==> config.mk <==
export PLATFORM = sky130hd
export DESIGN_NAME = string_hash_superfast_core
export DESIGN_NICKNAME = d
export VERILOG_FILES = /design/src/rtl/shsf_pkg.sv /design/src/rtl/string_hash_superfast_core.sv
export SDC_FILE = /design/constraint.sdc
export NUM_CORES = 1
export LEC_CHECK = 0
export ABC_AREA = 0
export BUFFER_PORTS_ARGS = -buffer_cell sky130_fd_sc_hd__buf_2
export CAP_MARGIN = 5
export CELL_PAD_IN_SITES_DETAIL_PLACEMENT = 0
export CELL_PAD_IN_SITES_GLOBAL_PLACEMENT = 1
export CORE_MARGIN = 2
export CORE_UTILIZATION = 50
export CTS_CLUSTER_DIAMETER = 100
export CTS_CLUSTER_SIZE = 14
export DETAILED_ROUTE_END_ITERATION = 7
export PLACE_DENSITY = 0.82
export SKIP_CTS_REPAIR_TIMING = 1
export SYNTH_ARGS = -nofsm -noshare
export SYNTH_HDL_FRONTEND = slang
export SYNTH_SLANG_ARGS = --single-unit
==> constraint.sdc <==
create_clock -name clk -period 6.6 [get_ports clk]
set_input_delay 1.32 -clock clk [delete_from_list [all_inputs] [get_ports clk]]
set_output_delay 1.32 -clock clk [all_outputs]
set_load 0.1 [all_outputs]
==> src/rtl/shsf_pkg.sv <==
// Package for the streaming SuperFastHash core: mixing functions and constants.
`default_nettype none
package shsf_pkg;

    localparam int unsigned WordW   = 32;
    localparam int unsigned TailW   = 2;
    localparam logic [WordW-1:0] CountMax = 32'hFFFF_FFFF;

    typedef logic [WordW-1:0] word_t;
    typedef logic [TailW-1:0] tail_t;

    typedef enum logic [TailW-1:0] {
        TAIL_NONE  = 2'd0,
        TAIL_ONE   = 2'd1,
        TAIL_TWO   = 2'd2,
        TAIL_THREE = 2'd3
    } tail_code_t;

    // Saturating add for the byte counter.
    function automatic word_t sat_add(input word_t a, input word_t b);
        logic [WordW:0] s;
        begin
            s = {1'b0, a} + {1'b0, b};
            sat_add = s[WordW] ? CountMax : s[WordW-1:0];
        end
    endfunction

    // One round on a full 4-byte group.
    function automatic word_t mix_group(input word_t h, input word_t w);
        word_t hs;
        word_t t;
        word_t hx;
        begin
            hs = h + {16'd0, w[15:0]};
            t  = {5'd0, w[31:16], 11'd0} ^ hs;
            hx = {hs[15:0], 16'd0} ^ t;
            mix_group = hx + (hx >> 11);
        end
    endfunction

    // End-case mixing of 0 to 3 tail bytes.
    function automatic word_t mix_tail(input word_t h, input word_t w, input tail_t n);
        word_t hs;
        word_t hx;
        begin
            hs = '0;
            hx = '0;
            unique case (tail_code_t'(n))
                TAIL_THREE:
                begin
                    hs = h + {16'd0, w[15:0]};
                    hx = hs ^ {hs[15:0], 16'd0} ^ {6'd0, w[23:16], 18'd0};
                    mix_tail = hx + (hx >> 11);
                end
                TAIL_TWO:
                begin
                    hs = h + {16'd0, w[15:0]};
                    hx = hs ^ (hs << 11);
                    mix_tail = hx + (hx >> 17);
                end
                TAIL_ONE:
                begin
                    hs = h + {24'd0, w[7:0]};
                    hx = hs ^ (hs << 10);
                    mix_tail = hx + (hx >> 1);
                end
                default:
                begin
                    mix_tail = h;
                end
            endcase
        end
    endfunction

    // First half of the avalanche: xor, add, xor.
    function automatic word_t aval_front(input word_t h);
        word_t a;
        word_t b;
        begin
            a = h ^ (h << 3);
            b = a + (a >> 5);
            aval_front = b ^ (b << 4);
        end
    endfunction

    // Second half of the avalanche: add, xor, add.
    function automatic word_t aval_back(input word_t h);
        word_t a;
        word_t b;
        begin
            a = h + (h >> 17);
            b = a ^ (a << 25);
            aval_back = b + (b >> 6);
        end
    endfunction

endpackage
`default_nettype wire

==> src/rtl/string_hash_superfast_core.sv <==
// Streaming SuperFastHash core (seed zero): input register, mix, two avalanche stages.
//
// Input channel: word / tail_bytes / last with in_valid and in_stall. Each beat
// without last carries four string bytes (first byte in bits 7:0) and runs one
// mixing round. The beat with last carries 0 to 3 tail bytes in the low bits
// of word, counted by tail_bytes; the upper bytes are ignored.
// Output channel: hash_value / byte_length with out_valid and out_stall. One
// result per string, issued for the last beat only.
// Throughput: one input beat per cycle while in_stall is low, set by the single
// add/shift/xor round on the running hash. The last beat passes from the input
// register to the mix stage, then through two avalanche stages, to out_valid.
// Reset clears the running hash, byte count and all stage valids; a new string
// can start right after reset. When out_stall is high the result holds; the
// bubbles ahead of the output still fill, then in_stall rises.
// byte_length saturates at all ones.
`default_nettype none
module string_hash_superfast_core
    import shsf_pkg::*;
(
    input  wire logic               clk,
    input  wire logic               rst_n,
    input  wire logic [WordW-1:0]   word,
    input  wire logic [TailW-1:0]   tail_bytes,
    input  wire logic               last,
    input  wire logic               in_valid,
    output logic                    in_stall,
    output logic [WordW-1:0]        hash_value,
    output logic [WordW-1:0]        byte_length,
    output logic                    out_valid,
    input  wire logic               out_stall
);

    word_t a_word_reg;
    tail_t a_tail_reg;
    logic  a_last_reg;
    logic  a_valid_reg;

    word_t run_hash_reg, run_hash_next;
    word_t byte_cnt_reg, byte_cnt_next;

    word_t b_hash_reg;
    word_t b_len_reg;
    logic  b_valid_reg;

    word_t c_hash_reg;
    word_t c_len_reg;
    logic  c_valid_reg;

    word_t d_hash_reg;
    word_t d_len_reg;
    logic  d_valid_reg;

    logic d_ready, c_ready, b_ready, a_ready;
    logic a_move, a_done;
    word_t tail_hash;
    word_t tail_len;

    assign d_ready = !d_valid_reg || !out_stall;
    assign c_ready = !c_valid_reg || d_ready;
    assign b_ready = !b_valid_reg || c_ready;
    assign a_ready = !a_valid_reg || b_ready;
    assign in_stall = !a_ready;

    assign a_move = a_valid_reg && b_ready;
    assign a_done = a_move && a_last_reg;

    assign tail_hash = mix_tail(run_hash_reg, a_word_reg, a_tail_reg);
    assign tail_len  = sat_add(byte_cnt_reg, {{(WordW-TailW){1'b0}}, a_tail_reg});

    always_comb
    begin
        run_hash_next = run_hash_reg;
        byte_cnt_next = byte_cnt_reg;
        if (a_move)
        begin
            if (a_last_reg)
            begin
                run_hash_next = '0;
                byte_cnt_next = '0;
            end
            else
            begin
                run_hash_next = mix_group(run_hash_reg, a_word_reg);
                byte_cnt_next = sat_add(byte_cnt_reg, WordW'(4));
            end
        end
    end

    // control and running state
    always_ff @(posedge clk or negedge rst_n)
    begin
        if (!rst_n)
        begin
            a_valid_reg  <= 1'b0;
            b_valid_reg  <= 1'b0;
            c_valid_reg  <= 1'b0;
            d_valid_reg  <= 1'b0;
            run_hash_reg <= '0;
            byte_cnt_reg <= '0;
        end
        else
        begin
            run_hash_reg <= run_hash_next;
            byte_cnt_reg <= byte_cnt_next;
            if (a_ready)
            begin
                a_valid_reg <= in_valid;
            end
            if (b_ready)
            begin
                b_valid_reg <= a_done;
            end
            if (c_ready)
            begin
                c_valid_reg <= b_valid_reg;
            end
            if (d_ready)
            begin
                d_valid_reg <= c_valid_reg;
            end
        end
    end

    // payload
    always_ff @(posedge clk)
    begin
        if (a_ready && in_valid)
        begin
            a_word_reg <= word;
            a_tail_reg <= tail_bytes;
            a_last_reg <= last;
        end
        if (b_ready && a_done)
        begin
            b_hash_reg <= tail_hash;
            b_len_reg  <= tail_len;
        end
        if (c_ready && b_valid_reg)
        begin
            c_hash_reg <= aval_front(b_hash_reg);
            c_len_reg  <= b_len_reg;
        end
        if (d_ready && c_valid_reg)
        begin
            d_hash_reg <= aval_back(c_hash_reg);
            d_len_reg  <= c_len_reg;
        end
    end

    assign hash_value  = d_hash_reg;
    assign byte_length = d_len_reg;
    assign out_valid   = d_valid_reg;

endmodule
`default_nettype wire

* Word level (Yosys, flattened, before mapping) *
Cells that the tools add are included.

storage, ports and cells
  logic and storage cells = 58
  register bits = 295
  bits of input ports = 39
  output and inout port bits = 66

operators by class
  add/subtract/negate cells = 11
  equal/unequal tests = 3
  reductions and logical operators = 16
  bitwise operators = 9
  mux-type cells = 4

operators by type and width
  cell                   number
  $xor 32x32->32         7
  $mux 32                3
  $pmux 32 s3            1
  $add 32x15->32         2
  $add 32x21->32         2
  $add 32x2->33          1
  $add 32x3->33 const B  1
  $add 32x16->32         1
  $add 32x26->32         1
  $add 32x27->32         1
  $add 32x31->32         1
  $add 32x8->32          1
  $xor 27x32->32         1
  $xor 32x26->32         1
  $logic_and 1x1->1      6
  $logic_not 1->1        6
  $eq 2x2->1 const B     2
  $logic_or 1x1->1       4
  $eq 2x1->1 const B     1

* Longest topological paths before layout *
  depth in word-level cells = 7
  mapped depth = 25
  depth with buffers taken out = 24

* Least setup slack after synthesis *
OpenSTA, ideal clock, no wires.

  path type = input -> register
  start = in out_stall
  end = reg d_len_reg[0], in the netlist byte_length[0] (enable)
  data required time = 6.016 ns
  arrival time = 5.961 ns
  path slack = 0.055 ns
  library setup time = 0.584 ns
  path buffers = 0
  stages on the path = 1
  cell sequence = a21boi_0

on the way
  cells in the longest elaborated chain, start to end = 3

RTL lines
  item                  line                               source
  from (decl)           string_hash_superfast_core.sv:30   input wire logic out_stall
  $logic_not 1->1       string_hash_superfast_core.sv:58   assign d_ready = !d_valid_reg || !out_stall;
  $logic_or 1x1->1      string_hash_superfast_core.sv:58
  $logic_and 1x1->1     string_hash_superfast_core.sv:143  if (d_ready && c_valid_reg)
  to (signal assigned)  string_hash_superfast_core.sv:146  d_len_reg <= c_len_reg;
  to (decl)             string_hash_superfast_core.sv:50   word_t d_len_reg;

Every way passes these cells.
A chain may end at the register's enable or synchronous reset.

* Worst setup path in the final report *
  start = reg run_hash_reg[0]
  end = reg b_hash_reg[28] (data pin)

on the way
  cells in the longest elaborated chain, start to end = 5
  elaborated cells on any way between the ends = 10
  classes of those cells = add/sub: 5; mux: 1; bitwise: 4

RTL lines
  item                    line                               source
  from (decl)             string_hash_superfast_core.sv:38   word_t run_hash_reg, run_hash_next;
  from (signal assigned)  string_hash_superfast_core.sv:103  run_hash_reg <= run_hash_next;
  $add 32x16->32          shsf_pkg.sv:51, shsf_pkg.sv:57
  $xor 32x32->32          shsf_pkg.sv:52                     hx = hs ^ {hs[15:0], 16'd0} ^ {6'd0, w[23:16], 18'd0};
  $xor 32x26->32          shsf_pkg.sv:52
  $add 32x21->32          shsf_pkg.sv:53                     mix_tail = hx + (hx >> 11);
  $pmux 32 s3 *           shsf_pkg.sv:48                     unique case (tail_code_t'(n))
  via tail_hash[28]       string_hash_superfast_core.sv:55   word_t tail_hash;
  to (signal assigned)    string_hash_superfast_core.sv:135  b_hash_reg <= tail_hash;
  to (decl)               string_hash_superfast_core.sv:41   word_t b_hash_reg;

Mark *: on every way through the listed nets, which the timed path passes. The rest lies on a longest branch.

==> impl_metrics.py <==
metrics = {
    "critical_path": {
        "crit_fanout": 7,
        "reg2regPathDepth": 24,
        "r2r-start": "run_hash_reg[0]$_DFFE_PN0P_",
        "r2r-end": "b_hash_reg[28]$_DFFE_PP_",
        "crit_chain": "ha_1 -> inv_1 -> fa_1 -> nand2b_1 -> a21o_1 -> a2111o_1 -> and3_1 -> nor2_1 -> xnor2_1 -> xor2_1 -> xnor2_1 -> ha_1 -> a21oi_1 -> o21ai_0 -> nand2_1 -> o31ai_2 -> a311oi_1 -> o21ai_0 -> a21o_1 -> nand4_1 -> nor3b_2 -> nand3_1 -> xnor2_1 -> mux4_2",
        "worstSetupStartpointType": "flip-flop",
        "critical_path_class": "reg -> reg",
        "critPathBufInv": 1,
        "r2r_slack_ns": 0.33,
        "required_ns": 6.92,
        "cp-startpoint": "run_hash_reg[0]$_DFFE_PN0P_",
        "crit_path_end_kind": "flip-flop",
        "cp_common_cell": "xnor2_1",
        "arrival_ns": 6.59,
        "slowest_stage": "mux4_2",
        "crit_family": "compound AO/OA/AOI/OAI gates",
        "cpPeakStageDelay_ns": 0.45,
    },
    "synth": {
        "synth_simple_gate_area_share_pct": 13.69,
        "synthTopCellsByArea": "edfxtp_1, ha_1, xnor2_1, dfrtp_1, xor2_1",
        "yosysTopAreaCell": "edfxtp_1",
        "synth_xor_area_share_pct": 16.08,
        "synth_mux_area_share_pct": 1.755,
        "synth_adder_area_share_pct": 10.52,
        "synth_top_family_by_area": "compound AO/OA/AOI/OAI gates",
        "avgSynthCellArea_um2": 9.964,
        "synth-main-ff-cell": "edfxtp_1",
        "ys_types": 91,
        "ys_seq_area_share_pct": 37.70,
        "synth_warnings": 0,
        "synth_fp_nets": 2484,
        "synthArstFlopShare_pct": 22.79,
        "synth_top_cell_area_share_pct": 30.26,
        "synth-edff-count": 227,
        "postSynthCellCount": 2261,
        "synth_compound_area_share_pct": 17.79,
        "synth_area_um2": 22530,
        "ys_ff_latch": 294,
    },
    "floorplanning": {
        "ios": 105,
        "core_um2": 44320,
        "die-area_um2": 46770,
        "die_x_um": 216.3,
        "start_util_pct": 50.83,
        "num_rows": 77,
        "die_h_um": 216.3,
    },
    "detailed_routing": {
        "vias_per_cell": 5.996,
        "drc": 0,
        "drtIter0Drc": 1452,
        "ant_nets": 0,
        "firstDrtPassIters": 6,
        "vias": 17993,
        "finalWirelength_um": 66210,
        "detail_route.wl_per_cell_um": 22.06,
    },
    "min_path": {
        "min_to": "c_len_reg[0]$_DFFE_PP_",
        "hold_path.startpoint": "b_len_reg[0]$_SDFFCE_PP1P_",
        "hp-class": "reg -> reg",
        "min_path_cells": 0,
    },
    "final_layout": {
        "nets": 2614,
        "diodes": 0,
        "drive_above_1_share_pct": 11.37,
        "syn_to_final_growth_pct": 10.16,
        "layout.cells.most_common": "xnor2_1",
        "layout.cells.non_filler": 3001,
        "final_util_pct": 56.00,
        "final_cell_mix": "xnor2_1, edfxtp_1, a21oi_1, ha_1, xor2_1",
    },
    "placement": {
        "gp_congestion": 0.9648,
        "dp_hpwl_um": 52600,
        "dp.cells": 2956,
        "port_buffers": 104,
        "dp_worst_setup_slack_ns": 0.2136,
    },
    "flow_run": {
        "maxCapViolations": 0,
    },
    "timing": {
        "period_needed_ns": 6.266,
        "max_slew_margin_pct": 29.58,
        "max_freq_mhz": 159.6,
        "finalWorstSetupSlack_ns": 0.3342,
        "worst_pin_slew_ns": 1.056,
        "fin_skew_ns": 0.01927,
        "hold_viol_final": 0,
        "finalCritPeriodShare_pct": 94.94,
        "drv_slew": 0,
        "finalSetupViolCount": 0,
    },
    "clock_network": {
        "cts_sinks": 294,
        "clk_pin_slew_worst_paths_ns": 0.07,
        "clock_latency_ns": 0.58,
        "htreeDepth": 1,
        "cts_buffer_depth": 3,
        "cts_tree": "yes",
        "root_buffer": "clkbuf_16",
        "cts_inserted_buffers": 25,
    },
    "global_route": {
        "antenna_found_initial": 0,
        "grt.busiest_layer": "met2",
        "grt_max_degree": 68,
        "met2_usage_pct": 48.48,
        "grt_pass1_vias": 17594,
        "grt_usage_pct": 28.12,
        "grt_use_met3_pct": 2.232,
        "grt_overflow_total": 0,
        "grt_pass1_wl_um": 101800,
        "met1_usage_pct": 37.59,
    },
    "status": {
        "status": "finished, final reports clean",
    },
}
==> worst register-to-register path, delay by kind of cell, from the launching register on <==
family                     cells  cell delay, ns
adders and majority gates      3            1.04
DFF                            1            0.38
buffers and inverters          1            0.06
AOI/OAI and AO/OA              8            1.73
xor gates and xnor gates       4            0.95
and+or+nand+nor                7            1.40
muxes                          1            0.46
==> Yosys cell counts (9+ instances only) <==
library cell and count:
xnor2_1 237, edfxtp_1 227, a21oi_1 185, ha_1 175
xor2_1 151, nor2_1 145, nand2_1 140, o21ai_0 93
inv_1 74, a21o_1 72, dfrtp_1 67, nand3_1 63
clkbuf_1 53, nor3_1 51, and3_1 44, nand2b_1 34
a31oi_1 32, nor2b_1 29, o21a_1 26, a22o_1 25
nand4_1 24, o21bai_1 18, or3_1 18, and2_1 16
o22ai_1 15, a211oi_1 14, a31o_2 14, o22a_1 13
mux4_2 12, a211o_1 11, o31ai_1 10, or2_2 10
and4_1 9, fa_1 9
==> worst max-delay path by stage <==
stage                                               to  slack, ns  cells past startpoint
after floorplan               byte_length[0]$_DFFE_PP_       0.06                      1
after global placement        hash_value[30]$_DFFE_PP_       0.25                     23
after detailed placement      hash_value[30]$_DFFE_PP_       0.21                     23
after CTS                     hash_value[30]$_DFFE_PP_       0.16                     23
after global routing      run_hash_reg[24]$_DFFE_PN0P_     -0.007                     23
final                         b_hash_reg[28]$_DFFE_PP_       0.33                     24
==> through the flow <==
stage	hold slack, ns	instance area (µm²)	TNS (ns)
finish	0.4072	24820	0
global route	0.4249	24820	-0.007131
CTS	0.4023	24770	0
detailed placement	0.4045	24030	0
global placement	0.4004	24030	0
floorplan	0.4003	22530	0
==> logic make-up after synthesis <==
kind of cell / after synthesis
DFF: 294
xor gates and xnor gates: 398
AOI/OAI and AO/OA: 603
buffers and inverters: 142
adders and majority gates: 184
muxes: 24
and+or+nand+nor: 616
==> layer usage <==
metal | up-vias | routed length [µm]
li1 | 8603 | -
met1 | 8725 | 28520
met2 | 552 | 32260
met3 | 113 | 3262
met4 | 0 | 2167
met5 | - | 0
==> layout make-up <==
type / count / area, µm²
Timing Repair Buffer: 169 / 1008
Inverter: 76 / 285.3
Multi-Input combinational cell: 1825 / 13550
Sequential cell: 294 / 8493
Clock buffer: 42 / 699.4
Tap cell: 592 / 740.7
Fill cell: 3999 / 19500
Clock inverter: 3 / 36.28
Power is not shown: default switching activity piles up to over one toggle a cycle in this logic, so the estimate is an artifact.
